File: src/sv/efc_pkg.sv
// Shared types, constants and helper functions for the fly camera pose unit.
// Depends on nothing; every other file of the block imports it.
package efc_pkg;

    // Default parameter values
    localparam int POS_FRAC_BITS_DEF   = 16;
    localparam int ANGLE_FRAC_BITS_DEF = 7;
    localparam int CORDIC_STEPS_DEF    = 16;

    // Internal formats
    localparam int TRIG_FRAC = 30;   // sine and cosine fraction bits
    localparam int ATAB_FRAC = 20;   // CORDIC angle fraction bits (degrees)
    localparam int ATAB_LEN  = 24;
    localparam int ZW        = 30;   // CORDIC angle accumulator width
    localparam int CW        = 32;   // CORDIC x and y width
    localparam int MW        = 34;   // multiplier operand width
    localparam int PW        = 2 * MW;

    localparam logic signed [CW-1:0] CORDIC_GAIN = 32'sd652032874;

    // Action codes
    localparam logic [2:0] ACT_ROTATE = 3'd0;
    localparam logic [2:0] ACT_FWD    = 3'd1;
    localparam logic [2:0] ACT_BACK   = 3'd2;
    localparam logic [2:0] ACT_RIGHT  = 3'd3;
    localparam logic [2:0] ACT_LEFT   = 3'd4;
    localparam logic [2:0] ACT_DIR    = 3'd5;

    // Register indexes
    localparam logic [2:0] REG_SPEED       = 3'd0;
    localparam logic [2:0] REG_SENSITIVITY = 3'd1;
    localparam logic [2:0] REG_START_YAW   = 3'd2;
    localparam logic [2:0] REG_START_PITCH = 3'd3;
    localparam logic [2:0] REG_START_X     = 3'd4;
    localparam logic [2:0] REG_START_Y     = 3'd5;
    localparam logic [2:0] REG_START_Z     = 3'd6;

    // Reset values
    localparam logic [15:0]        SPEED_RST       = 16'd640;
    localparam logic [15:0]        SENS_RST        = 16'd410;
    localparam logic signed [15:0] START_YAW_RST   = 16'shD300;
    localparam logic signed [14:0] START_PITCH_RST = 15'sd0;
    localparam logic signed [31:0] START_X_RST     = 32'sd0;
    localparam logic signed [31:0] START_Y_RST     = 32'sd0;
    localparam logic signed [31:0] START_Z_RST     = 32'sd196608;

    // CORDIC status
    typedef struct packed {
        logic busy;
        logic done;
    } efc_cord_stat_t;

    // Arctangent of 2^-i in degrees, ATAB_FRAC fraction bits
    function automatic logic signed [ZW-1:0] atan_deg(input logic [4:0] i);
        logic signed [ZW-1:0] r;
        unique case (i)
            5'd0:  r = 30'sd47185920;
            5'd1:  r = 30'sd27855475;
            5'd2:  r = 30'sd14718068;
            5'd3:  r = 30'sd7471121;
            5'd4:  r = 30'sd3750058;
            5'd5:  r = 30'sd1876857;
            5'd6:  r = 30'sd938658;
            5'd7:  r = 30'sd469357;
            5'd8:  r = 30'sd234682;
            5'd9:  r = 30'sd117342;
            5'd10: r = 30'sd58671;
            5'd11: r = 30'sd29335;
            5'd12: r = 30'sd14668;
            5'd13: r = 30'sd7334;
            5'd14: r = 30'sd3667;
            5'd15: r = 30'sd1833;
            5'd16: r = 30'sd917;
            5'd17: r = 30'sd458;
            5'd18: r = 30'sd229;
            5'd19: r = 30'sd115;
            5'd20: r = 30'sd57;
            5'd21: r = 30'sd29;
            5'd22: r = 30'sd14;
            5'd23: r = 30'sd7;
            default: r = '0;
        endcase
        return r;
    endfunction

    // Round a Q.30 value to Q2.14 and saturate
    function automatic logic signed [15:0] to_vec(input logic signed [PW-1:0] v);
        logic signed [PW-1:0] t;
        logic signed [PW-1:0] vmax;
        logic signed [PW-1:0] vmin;
        vmax = PW'(32'sd32767);
        vmin = PW'(-32'sd32768);
        t = (v + PW'(32'sd32768)) >>> 16;
        if (t > vmax) begin
            return 16'sh7FFF;
        end else if (t < vmin) begin
            return 16'sh8000;
        end
        return t[15:0];
    endfunction

endpackage

File: src/sv/efc_mul.sv
// Shared signed multiplier with a registered product.
// Depends on efc_pkg for the operand width.
module efc_mul (
    input  logic                          aclk,
    input  logic signed [efc_pkg::MW-1:0] a,
    input  logic signed [efc_pkg::MW-1:0] b,
    output logic signed [efc_pkg::PW-1:0] p
);
    import efc_pkg::*;

    logic signed [PW-1:0] p_reg;

    // Register the product
    always_ff @(posedge aclk) begin
        p_reg <= a * b;
    end

    assign p = p_reg;

endmodule

File: config.mk
export PLATFORM = sky130hd
export DESIGN_NAME = efc_mul
export DESIGN_NICKNAME = d
export VERILOG_FILES = /design/src/sv/efc_pkg.sv /design/src/sv/efc_mul.sv
export SDC_FILE = /design/constraint.sdc
export NUM_CORES = 2
export LEC_CHECK = 0
export BUFFER_PORTS_ARGS = -buffer_cell sky130_fd_sc_hd__buf_2
export CAP_MARGIN = 20
export CORE_AREA = 2 2 281 227
export DETAILED_ROUTE_END_ITERATION = 6
export DIE_AREA = 0 0 283 229
export PLACE_DENSITY = 0.88
export SKIP_LAST_GASP = 1
export SLEW_MARGIN = 0
export SYNTH_ARGS = -nofsm -noshare
export SYNTH_HDL_FRONTEND = slang
export SYNTH_SLANG_ARGS = --single-unit
File: constraint.sdc
create_clock -name aclk -period 13.28 [get_ports aclk]
set_clock_uncertainty 0.2 [all_clocks]
set_input_delay 1.328 -clock aclk [delete_from_list [all_inputs] [get_ports aclk]]
set_output_delay 1.328 -clock aclk [all_outputs]
set_load 0.02 [all_outputs]
==> flow_summary.rst <==
.. list-table::
   :header-rows: 1

   * - Metric
     - Value
   * - Outcome
     - complete, but fails checks
   * - Failing checks
     - DRC
   * - Drc violations
     - 1
   * - Worst path required time
     - 13.39 ns
   * - Share of the core filled with cells
     - 0.715
   * - Final standard cell count with taps included and fillers excluded
     - 5345
   * - Critical path buffers and inverters
     - 6
   * - Avg Synthesized Cell Area
     - 9.45 um^2
   * - Final worst slack
     - 3.11 ns
   * - Effective utilization at floorplan
     - 0.693
   * - Top_reg_cell synth
     - dfxtp_1
   * - Worst setup SP type
     - primary input
   * - Setup repair after global routing missed its margin
     - false
   * - Number of warnings reported in the yosys synthesis log
     - 0
   * - Synth Cell Area
     - roughly 43000 um^2
   * - Crit. End Element
     - flip-flop
   * - Total CTS buffers
     - 9
   * - Share of the clock period used by the worst path
     - 0.766
   * - IO buf count
     - 136
   * - Global placer's final weighted congestion
     - 0.936
   * - Post-synthesis instance total
     - 4554
   * - Count of flip-flops with a built-in enable after synthesis
     - 0
   * - Fraction of the yosys area taken by sequential cells
     - 0.0316
   * - Deepest level of the CTS H-tree
     - 3
   * - Inst Count DP
     - 5325
   * - Post-CTS Setup Repair Bufs
     - 0
   * - Post-detail-place hpwl
     - 92700 um
   * - WL per Instance
     - 22.7 um
   * - Maximum Capacitance Violations
     - 0
   * - Iteration-0 DRC Markers
     - 3427
   * - Total track usage
     - 0.399
   * - Final global-route overflow total
     - 0
   * - Final slew viol count
     - 0
   * - Sink Count
     - 68
   * - Via count
     - 31300
   * - Antenna violations before repair
     - 8
   * - Root buffer selected by CTS
     - clkbuf_16
   * - TritonCTS clock tree
     - done
   * - Buffer depth of the longest clock path
     - 2
   * - Area growth, synth to finish
     - 3.18%
   * - First-pass DRT Iterations
     - 7
   * - Kind of cell adding the most delay to the critical path
     - adder cells
   * - Shortest period the worst path allows
     - 10.17 ns
   * - Die Wd
     - 283 um
   * - Total wire length
     - ~120000 um
   * - Critical path type
     - primary input to flip-flop
   * - Row Count
     - 82
   * - Synthesized net count
     - 6068
   * - Largest net degree at the start of global routing
     - 35
   * - Pre-CTS WS
     - 3.26 ns
   * - Number of register bits inferred by synthesis
     - 68
   * - Fraction of final layout cells with drive strength greater than 1
     - 0.0464
   * - Core Region
     - just over 60000 um^2
   * - Final-layout setup total negative slack
     - 0 ns
   * - Number of global-route vias before repair
     - 35100
   * - Worst-margin pin slew
     - 1.08 ns
   * - Standard cell with the maximum stage delay on the critical path
     - fa_1
   * - Number of flip-flops under the largest register name
     - a little under 70
   * - Worst-path clk slew
     - 0.07 ns
   * - Achievable frequency
     - 0.0984 GHz
   * - Critical path peak fanout
     - 34
   * - Worst min-delay path category
     - primary input to flip-flop
   * - Number of library cell types mapped by synthesis
     - 69
   * - Number of setup violations in the final report
     - 0
   * - Resize count post-CTS
     - 0
   * - Count of antenna-violating nets left after detailed routing
     - 0
   * - Proportion of register bits with asynchronous set or reset after synthesis
     - 0
   * - Average via count per standard cell
     - approximately 5.9
   * - Hold buffer count at CTS
     - 0
   * - Number of hold-slack violations in the final timing report
     - 0
   * - Worst path most repeated cell
     - fa_1
   * - Biggest cell delay along the critical path
     - 1.26 ns
   * - Post-layout net count
     - 6011
   * - Height of the die
     - 229 um
   * - Worst slew slack as a fraction of its limit
     - 0.273
   * - Global-route wire length before repair
     - 195000 um
   * - Total Die Area
     - 64800 um^2
   * - Total I/O pin count
     - around 140
   * - Arrival time at the worst endpoint
     - 10.28 ns
-- layout by cell type, fill, tap and decap left out, types with 4 or more instances in the layout --
cell,synthesis,final
xnor2_1,56,56
nor3_1,5,5
buf_4,4,22
nand2b_1,20,20
a21oi_1,61,61
o21ai_0,31,31
buf_2,2,136
o21a_1,4,4
and3_1,5,5
nor2b_1,9,9
o21ai_1,7,7
o21bai_1,12,12
a21o_1,37,37
fa_1,1241,1241
and2_1,621,621
or2_2,4,4
inv_1,1231,1231
a211oi_1,6,6
nor2_1,54,54
ha_1,204,204
a31oi_1,7,7
dfxtp_1,68,68
nand3_1,11,11
xor2_1,23,23
clkbuf_16,0,9
nand4_1,11,11
nand2_1,542,542
-- worst paths after layout --
kind / start / to / slack (ns) / depth (start not counted)
worst max-delay path: b[7] / p[65] / 3.11 / 25
worst min-delay path: b[0] / p[0] / 1.37 / 2
-- per-layer routing --
metal,share of wire,track usage,wire [um],vias to the layer above
met4,0.041,0.137,4930,10
met2,0.43,0.576,52000,2476
li1,-,-,-,12700
met3,0.18,0.198,22000,470
met1,0.35,0.526,42300,15700
met5,0.00054,0,65,-
-- stage by stage --
stage / cell area, um^2 / hold slack, ns
after detailed placement: 44000 / 1.54
after global routing: 44400 / 1.36
final: 44400 / 1.37
after global placement: 44000 / 1.54
after floorplan: 43000 / 1.26
after CTS: 44400 / 1.34
-- cells in the mapped netlist (31+ instances only) --
cell type	count	area, um^2
xnor2_1	56	490
nor2_1	54	203
clkbuf_1	214	803
a21oi_1	61	305
o21ai_0	31	155
dfxtp_1	68	1360
inv_1	1231	4620
and2_1	621	3880
a21o_1	37	278
fa_1	1241	24800
nand2_1	542	2030
ha_1	204	2550
-- kinds of logic after synthesis --
group	count (synthesis)	share of synthesized area
adder cells (fa/ha/maj)	1445	0.637
buffers and inverters	1460	0.128
XOR/XNOR	79	0.0161
AO/OA/AOI/OAI	206	0.0335
flip-flops	68	0.0316
AND/OR/NAND/NOR	1296	0.154
-- layout make-up --
| cell class | instances | area, um^2 |
|---|---|---|
| clock inverter | 7 | 100 |
| antenna | 3 | 7.51 |
| fill | 4223 | 17700 |
| timing repair buffer | 160 | 881 |
| tap | 840 | 1050 |
| sequential | 68 | 1360 |
| inverter | 1232 | 4620 |
| multi-input combinational | 3026 | 36100 |
| clock buffer | 9 | 225 |
Power is left out: the tool's default activity adds up to more than one toggle a clock period on the data nets, which glitch-free logic cannot reach.
