$ cat src/sv/efc_pkg.sv
// Shared types, constants and helper functions for the fly camera pose unit.
// Depends on nothing; every other file of the block imports it.
package efc_pkg;

    // Default parameter values
    localparam int POS_FRAC_BITS_DEF   = 16;
    localparam int ANGLE_FRAC_BITS_DEF = 7;
    localparam int CORDIC_STEPS_DEF    = 16;

    // Internal formats
    localparam int TRIG_FRAC = 30;   // sine and cosine fraction bits
    localparam int ATAB_FRAC = 20;   // CORDIC angle fraction bits (degrees)
    localparam int ATAB_LEN  = 24;
    localparam int ZW        = 30;   // CORDIC angle accumulator width
    localparam int CW        = 32;   // CORDIC x and y width
    localparam int MW        = 34;   // multiplier operand width
    localparam int PW        = 2 * MW;

    localparam logic signed [CW-1:0] CORDIC_GAIN = 32'sd652032874;

    // Action codes
    localparam logic [2:0] ACT_ROTATE = 3'd0;
    localparam logic [2:0] ACT_FWD    = 3'd1;
    localparam logic [2:0] ACT_BACK   = 3'd2;
    localparam logic [2:0] ACT_RIGHT  = 3'd3;
    localparam logic [2:0] ACT_LEFT   = 3'd4;
    localparam logic [2:0] ACT_DIR    = 3'd5;

    // Register indexes
    localparam logic [2:0] REG_SPEED       = 3'd0;
    localparam logic [2:0] REG_SENSITIVITY = 3'd1;
    localparam logic [2:0] REG_START_YAW   = 3'd2;
    localparam logic [2:0] REG_START_PITCH = 3'd3;
    localparam logic [2:0] REG_START_X     = 3'd4;
    localparam logic [2:0] REG_START_Y     = 3'd5;
    localparam logic [2:0] REG_START_Z     = 3'd6;

    // Reset values
    localparam logic [15:0]        SPEED_RST       = 16'd640;
    localparam logic [15:0]        SENS_RST        = 16'd410;
    localparam logic signed [15:0] START_YAW_RST   = 16'shD300;
    localparam logic signed [14:0] START_PITCH_RST = 15'sd0;
    localparam logic signed [31:0] START_X_RST     = 32'sd0;
    localparam logic signed [31:0] START_Y_RST     = 32'sd0;
    localparam logic signed [31:0] START_Z_RST     = 32'sd196608;

    // CORDIC status
    typedef struct packed {
        logic busy;
        logic done;
    } efc_cord_stat_t;

    // Arctangent of 2^-i in degrees, ATAB_FRAC fraction bits
    function automatic logic signed [ZW-1:0] atan_deg(input logic [4:0] i);
        logic signed [ZW-1:0] r;
        unique case (i)
            5'd0:  r = 30'sd47185920;
            5'd1:  r = 30'sd27855475;
            5'd2:  r = 30'sd14718068;
            5'd3:  r = 30'sd7471121;
            5'd4:  r = 30'sd3750058;
            5'd5:  r = 30'sd1876857;
            5'd6:  r = 30'sd938658;
            5'd7:  r = 30'sd469357;
            5'd8:  r = 30'sd234682;
            5'd9:  r = 30'sd117342;
            5'd10: r = 30'sd58671;
            5'd11: r = 30'sd29335;
            5'd12: r = 30'sd14668;
            5'd13: r = 30'sd7334;
            5'd14: r = 30'sd3667;
            5'd15: r = 30'sd1833;
            5'd16: r = 30'sd917;
            5'd17: r = 30'sd458;
            5'd18: r = 30'sd229;
            5'd19: r = 30'sd115;
            5'd20: r = 30'sd57;
            5'd21: r = 30'sd29;
            5'd22: r = 30'sd14;
            5'd23: r = 30'sd7;
            default: r = '0;
        endcase
        return r;
    endfunction

    // Round a Q.30 value to Q2.14 and saturate
    function automatic logic signed [15:0] to_vec(input logic signed [PW-1:0] v);
        logic signed [PW-1:0] t;
        logic signed [PW-1:0] vmax;
        logic signed [PW-1:0] vmin;
        vmax = PW'(32'sd32767);
        vmin = PW'(-32'sd32768);
        t = (v + PW'(32'sd32768)) >>> 16;
        if (t > vmax) begin
            return 16'sh7FFF;
        end else if (t < vmin) begin
            return 16'sh8000;
        end
        return t[15:0];
    endfunction

endpackage

$ cat src/sv/efc_cordic.sv
// Iterative CORDIC rotator: cosine and sine (Q.30) of an angle in degrees.
// One micro-rotation per cycle; depends on efc_pkg for the arctangent table.
module efc_cordic #(
    parameter int ANGLE_FRAC_BITS = efc_pkg::ANGLE_FRAC_BITS_DEF,
    parameter int STEPS           = efc_pkg::CORDIC_STEPS_DEF
) (
    input  logic                                   aclk,
    input  logic                                   aresetn,
    input  logic                                   start,
    input  logic signed [10+ANGLE_FRAC_BITS-1:0]   angle,
    output efc_pkg::efc_cord_stat_t                stat,
    output logic signed [efc_pkg::CW-1:0]          cos_o,
    output logic signed [efc_pkg::CW-1:0]          sin_o
);
    import efc_pkg::*;

    localparam int AW = 10 + ANGLE_FRAC_BITS;
    localparam int N  = (STEPS < ATAB_LEN) ? STEPS : ATAB_LEN;
    localparam logic signed [ZW-1:0] NINETY = ZW'(90 * (1 << ATAB_FRAC));
    localparam logic signed [ZW-1:0] HALF_TURN = ZW'(180 * (1 << ATAB_FRAC));

    logic signed [CW-1:0] x_reg, y_reg;
    logic signed [ZW-1:0] z_reg;
    logic [4:0]           i_reg;
    logic                 neg_reg, busy_reg, done_reg;

    logic signed [ZW-1:0] z0;
    logic signed [CW-1:0] xs, ys;
    logic                 last;

    assign z0   = ZW'(angle) <<< (ATAB_FRAC - ANGLE_FRAC_BITS);
    assign xs   = x_reg >>> i_reg;
    assign ys   = y_reg >>> i_reg;
    assign last = (i_reg == 5'(N - 1));

    // Fold into +-90, then rotate one step a cycle
    always_ff @(posedge aclk) begin
        if (!aresetn) begin
            busy_reg <= 1'b0;
            done_reg <= 1'b0;
        end else begin
            done_reg <= 1'b0;
            if (start) begin
                busy_reg <= 1'b1;
                i_reg    <= '0;
                x_reg    <= CORDIC_GAIN;
                y_reg    <= '0;
                if (z0 > NINETY) begin
                    z_reg   <= z0 - HALF_TURN;
                    neg_reg <= 1'b1;
                end else if (z0 < -NINETY) begin
                    z_reg   <= z0 + HALF_TURN;
                    neg_reg <= 1'b1;
                end else begin
                    z_reg   <= z0;
                    neg_reg <= 1'b0;
                end
            end else if (busy_reg) begin
                if (z_reg >= 0) begin
                    x_reg <= x_reg - ys;
                    y_reg <= y_reg + xs;
                    z_reg <= z_reg - atan_deg(i_reg);
                end else begin
                    x_reg <= x_reg + ys;
                    y_reg <= y_reg - xs;
                    z_reg <= z_reg + atan_deg(i_reg);
                end
                i_reg <= i_reg + 5'd1;
                if (last) begin
                    busy_reg <= 1'b0;
                    done_reg <= 1'b1;
                end
            end
        end
    end

    assign stat.busy = busy_reg;
    assign stat.done = done_reg;
    assign cos_o     = neg_reg ? -x_reg : x_reg;
    assign sin_o     = neg_reg ? -y_reg : y_reg;

endmodule
$ cat config.mk
export PLATFORM = sky130hd
export DESIGN_NAME = efc_cordic
export DESIGN_NICKNAME = d
export VERILOG_FILES = /design/src/sv/efc_pkg.sv /design/src/sv/efc_cordic.sv
export SDC_FILE = /design/constraint.sdc
export NUM_CORES = 1
export LEC_CHECK = 0
export BUFFER_PORTS_ARGS = -buffer_cell sky130_fd_sc_hd__buf_2
export CAP_MARGIN = 20
export CORE_MARGIN = 2
export CORE_UTILIZATION = 25
export CTS_CLUSTER_DIAMETER = 120
export DETAILED_ROUTE_END_ITERATION = 10
export PLACE_DENSITY_LB_ADDON = 0.25
export RECOVER_POWER = 50
export SYNTH_ARGS = -nofsm -noshare
export SYNTH_HDL_FRONTEND = slang
export SYNTH_SLANG_ARGS = --single-unit
$ cat constraint.sdc
create_clock -name aclk -period 7.1 [get_ports aclk]
set_clock_uncertainty 0.1 [all_clocks]
set_input_delay 0.71 -clock aclk [delete_from_list [all_inputs] [get_ports aclk]]
set_output_delay 0.71 -clock aclk [all_outputs]
set_load 0.01 [all_outputs]
==> results of run 1 <==
-- cell type report --
| class | instances | area, um2 |
|---|---|---|
| inverter | 48 | 181 |
| multi-input combinational | 1772 | 13400 |
| sequential | 128 | 3560 |
| clock inverter | 10 | 92.6 |
| clock buffer | 22 | 518 |
| fill | 7603 | 50400 |
| timing repair buffer | 157 | 996 |
| tap | 940 | 1180 |
-- report_power, final --
part / total (mW) / internal [mW] / switching [mW] / leakage, nW
sequential: 1.45 / 1.07 / 0.375 / 1.19
combinational: 4.25 / 1.85 / 2.40 / 5.96
clock: 0.941 / 0.554 / 0.387 / 0.307
-- final timing paths --
kind	from	endpoint	slack [ns]
max reg2reg	i_reg[3]$_SDFFCE_PP0P_	y_reg[31]$_SDFFCE_PP0P_	0.37
max	i_reg[3]$_SDFFCE_PP0P_	y_reg[31]$_SDFFCE_PP0P_	0.37
min	angle[5]	z_reg[18]$_DFFE_PP_	0.44
min reg2reg	busy_reg$_SDFF_PN0_	done_reg$_SDFF_PP0_	0.55
-- synthesized netlist by cell type, types with 12 or more instances --
master,instances,area [um2]
o21a_1,17,128
a21o_1,47,353
or2_2,14,87.6
edfxtp_1,100,3000
buf_1,25,93.8
o21bai_1,14,105
a21oi_1,142,711
o31ai_1,48,360
ha_1,114,1430
buf_2,22,110
nor2b_1,23,144
mux4_2,76,1710
inv_1,47,176
xor2_1,80,701
xnor2_1,138,1210
o21ai_0,156,781
a31oi_1,23,144
nand2_1,195,732
or3_1,32,200
nor3_1,45,225
and2_1,14,87.6
or4_1,14,105
dfxtp_1,28,561
nand2b_1,42,263
mux2i_1,40,400
a211oi_1,28,210
nor2_1,170,638
and3_1,12,75.1
nand3_1,38,190
mux2_2,32,360
clkbuf_1,98,368
o41ai_1,13,114
-- worst max-delay path, stage by stage (launching register included) --
cell,delay (ns)
edfxtp_1,0.86
buf_4,0.30
mux4_2,0.32
a22o_1,0.25
a221oi_4,0.46
or2_2,0.20
o21a_1,0.13
ha_1,0.19
nand4_1,0.14
nand2b_4,0.20
nand3b_4,0.22
or4b_4,0.62
nand2_1,0.11
xnor2_1,0.12
ha_1,0.34
nand2_1,0.08
nor4_1,0.34
nand2b_1,0.10
o211ai_1,0.28
o21ai_0,0.17
a21oi_1,0.25
a31oi_1,0.17
o21ai_0,0.23
xnor2_1,0.14
nor2_1,0.05
-- routing by layer --
metal / vias up / share of wire / global-route usage
met5: - / 0.00012 / 0
met1: 8246 / 0.43 / 0.218
li1: 7963 / - / -
met3: 86 / 0.043 / 0.0229
met2: 563 / 0.49 / 0.291
met4: 2 / 0.036 / 0.0736
-- metrics by stage --
step,hold slack (ns),area (um2),util,worst slack [ns],total power [mW]
after floorplan,0.451,17800,-,0.768,4.46
after global placement,0.532,19400,0.275,0.392,5.62
after detailed placement,0.531,19400,0.275,0.386,5.65
after CTS,0.383,20000,0.284,0.344,6.65
after global routing,0.424,19900,0.283,0.00994,7.15
final,0.441,19900,0.283,0.369,6.64
-- kinds of logic after synthesis --
group / after synthesis
AOI/OAI and AO/OA: 632
and+or+nand+nor: 648
muxes: 157
DFF: 128
xor gates and xnor gates: 218
buffers and inverters: 205
adders and majority gates: 117
-- timing repair --
action                     in CTS  in global routing
hold buffers                    0                  0
resized for setup               0                  1
setup endpoints to repair       0                  1
setup buffers                   0                  1
==> run metrics, run 1 <==
Least-Margin Pin Slew=2.78 ns; worst rel slew slack=-0.851; placer congestion estimate=0.963; layout cells sized above 1=0.140; Mapped Nets=2242; pwr dens=333 nW/um2; IO buf count=85; pin count of the biggest net entering global routing=84; Syn Std Cell Area=17800 um2; Nets=2261; CTS tree=built; fmax=149 MHz; WP data arrival=6.78 ns; Non-Filler Instances=3077; HPWL Detailed=49200 um; Clock Path Buffers=2; grt ovf=0; Leakage=7.46 nW; CP Data Required Time=7.15 ns; adder-cell share of the synthesized area=0.0833; # H-tree levels=4; drt pass-1 iters=5; post-synthesis mux area share=0.152; n_diodes=0; setup tns final=0 ns; Synth-to-Final Area Change=11.8%; VDD IR max=0.184 mV; vias in the first global route=15992; vias per inst=5.48; Initial Utilization=0.253; critical path class=reg -> reg; commonest non-fill, non-tap cell in the layout=nand2_1; status=finished, violations left; CTS Buf Count=17; main combinational cell family by area after synthesis=compound AO/OA/AOI/OAI gates; failing checks=max-capacitance violations, max-slew violations; clock tree root buffer cell=clkbuf_16; Core Region=70400 um2; Max Cap Viol=5; Final Hold Vio Count=0; crit path launch type=flop; initial DRC count=1536; Die Height=271 um; I/O Pins=86; main flop type after synthesis=edfxtp_1; Skew-Pair Late Insertion Delay=0.48 ns; largest fanout on the critical path=14; first-pass GRT wire length=98000 um; initial antenna violation count=1; kind of end point of the critical path=flop; Synth Instances=2105; R2R cell count=24; crit share post-route=0.948; RSZ-0062 raised after global routing=false; HP Class=in -> reg; clock sinks=128; die area=73500 um2; Syn Area/Cell=8.47 um2; clock slew at reported path FFs=0.07 ns; gr usage total=0.172; xor and xnor area share after synthesis=0.107; Vias=16860; placed cells=3044; hold path depth=3; most frequent cells in the layout=nand2_1, nor2_1, o21ai_0; DRT antenna net count=0; FP Rows=97; Ys Warns=0; Post-synth EDFFs=100; Yosys cell types=90; final WL=64600 um; DR DRC count=0; Synth Area in Compound Gates=0.232; Tmin final=6.73 ns; routed length per instance=21.0 um; Chip Width=271 um; Final Max Tran Viols=256; Yosys reg bits=128; Seq/Total Area, Yosys=0.200; simple-gate share of the synthesized area=0.177; number of setup violations in the final report=0; Synth async-reset ratio=0
No activity file was read; power rests on OpenSTA's default activity.
==> run 2: changes to the inputs <==
--- a/config.mk
+++ b/config.mk
@@ -13,6 +13,7 @@
 export DETAILED_ROUTE_END_ITERATION = 10
 export PLACE_DENSITY_LB_ADDON = 0.25
 export RECOVER_POWER = 50
+export REMOVE_ABC_BUFFERS = 1
 export SYNTH_ARGS = -nofsm -noshare
 export SYNTH_HDL_FRONTEND = slang
 export SYNTH_SLANG_ARGS = --single-unit
==> run 2 against run 1 <==
Against the previous run: the flow still finishes with violations (max-capacitance violations, max-slew violations); hold slack got worse by 0.023 ns; cell count barely moved; combinational power barely moved; fmax rose by 2.0%; worst setup slack improved by 0.13 ns; critical endpoint is now x_reg[28]$_SDFFCE_PP0P_.
==> run metrics, run 2 (synthesis gave the netlist of run 1 again) <==
DR DRC count=0; VDD IR max=0.221 mV; Max Cap Viol=2; Tmin final=6.60 ns; Nets=2258; clock slew at reported path FFs=0.07 ns; commonest non-fill, non-tap cell in the layout=nand2_1; CTS Buf Count=17; gr usage total=0.176; final WL=65500 um; die area=73500 um2; fin worst setup slack=0.498 ns; Post-CTS Hold Buffers=0; Final Hold Vio Count=0; worst rel slew slack=-0.922; Die Height=271 um; HP Class=in -> reg; initial DRC count=1305; Leakage=7.38 nW; R2R cell count=19; final core utilization=0.282; critical path class=reg -> reg; fmax=151 MHz; Clock Path Buffers=2; final hold slack=0.418 ns; Synth-to-Final Area Change=11.2%; vias in the first global route=16363; initial antenna violation count=0; largest fanout on the critical path=13; FP Rows=97; layout cells sized above 1=0.139; Skew-Pair Late Insertion Delay=0.50 ns; crit path launch type=flop; WP data arrival=6.73 ns; placer congestion estimate=0.917; kind of end point of the critical path=flop; clock tree root buffer cell=clkbuf_16; fillers=7623; status=finished, violations left; crit share post-route=0.930; routed length per instance=21.3 um; number of setup violations in the final report=0; CP Data Required Time=7.22 ns; reg-to-reg endpoint=x_reg[28]$_SDFFCE_PP0P_; Core Region=70400 um2; Vias=16843; grt ovf=0; Hold Crit Start=angle[5]; pin count of the biggest net entering global routing=88; pwr dens=335 nW/um2; DRT antenna net count=0; Crit Reg-Reg Startpoint=y_reg[22]$_SDFFCE_PP0P_; CTS tree=built; Chip Width=271 um; WHS Endpoint=z_reg[18]$_DFFE_PP_; RSZ-0062 raised after global routing=false; worst slack at placement=0.458 ns; failing checks=max-capacitance violations, max-slew violations; Initial Utilization=0.253; vias per inst=5.48; IO buf count=85; PostCTS Resize Cnt=0; most frequent cells in the layout=nand2_1, nor2_1, o21ai_0; Least-Margin Pin Slew=2.88 ns; n_diodes=0; I/O Pins=86; Setup Fix Bufs, Post-CTS=0; first-pass GRT wire length=101000 um; HPWL Detailed=49700 um; hold path depth=3; clock sinks=128; Power Total=6.64 mW; Final Max Tran Viols=118; register-to-register path setup slack=0.50 ns; # H-tree levels=4; drt pass-1 iters=5; setup tns final=0 ns
[run 2: worst max-delay path by stage]
stage                                        from                       to  slack, ns  cells past startpoint
after floorplan            i_reg[0]$_SDFFCE_PP0P_  x_reg[29]$_SDFFCE_PP1P_      -1.95                     19
after global placement    y_reg[22]$_SDFFCE_PP0P_  x_reg[29]$_SDFFCE_PP1P_       0.48                     19
after detailed placement  y_reg[22]$_SDFFCE_PP0P_  x_reg[29]$_SDFFCE_PP1P_       0.46                     19
after CTS                 y_reg[20]$_SDFFCE_PP0P_  x_reg[29]$_SDFFCE_PP1P_       0.45                     19
after global routing      y_reg[22]$_SDFFCE_PP0P_  x_reg[28]$_SDFFCE_PP0P_       0.05                     19
final                     y_reg[22]$_SDFFCE_PP0P_  x_reg[28]$_SDFFCE_PP0P_       0.50                     19
[run 2: power by group]
part           total (mW)  switching (mW)  internal, mW
logic                4.27            2.42          1.85
registers            1.47           0.400          1.07
clock network       0.898           0.414         0.484
[run 2: layout make-up]
cell class                 count  area, um2  area share
tap                          940       1180      0.0593
multi-input combinational   1772      13400       0.676
clock buffer                  18        429      0.0216
timing repair buffer         154        948      0.0478
clock inverter                14        131     0.00662
sequential                   128       3560       0.180
inverter                      48        181     0.00915
[run 2: critical path, cell delays in order, from the launching register on]
cell and delay (ns):
edfxtp_1 0.64, mux4_2 0.53, a2111oi_0 0.68, o21ai_0 0.27
a311oi_1 0.41, nand4b_1 0.21, or2_2 0.36, o31ai_1 0.29
xnor2_1 0.17, ha_1 0.31, and3_1 0.21, and2_1 0.18
a21oi_1 0.22, o21ai_0 0.13, o41a_1 0.45, a41oi_1 0.39
a21oi_1 0.21, o311a_1 0.35, nor3_1 0.15, nor3_1 0.07
[run 2: per-stage QoR]
stage,instance area [um2],cells
4_1_cts,19900,3070
2_1_floorplan,17100,1948
3_3_place_gp,19300,3038
3_5_place_dp,19300,3038
5_1_grt,19800,3074
6_report,19800,3074
[run 2: routing by layer]
metal,track usage,routed length (um),share of wire,vias to the layer above
met5,0,0,0,-
met3,0.0259,3450,0.053,76
li1,-,-,-,7968
met4,0.0509,1290,0.020,0
met2,0.296,31700,0.48,599
met1,0.233,29100,0.44,8200
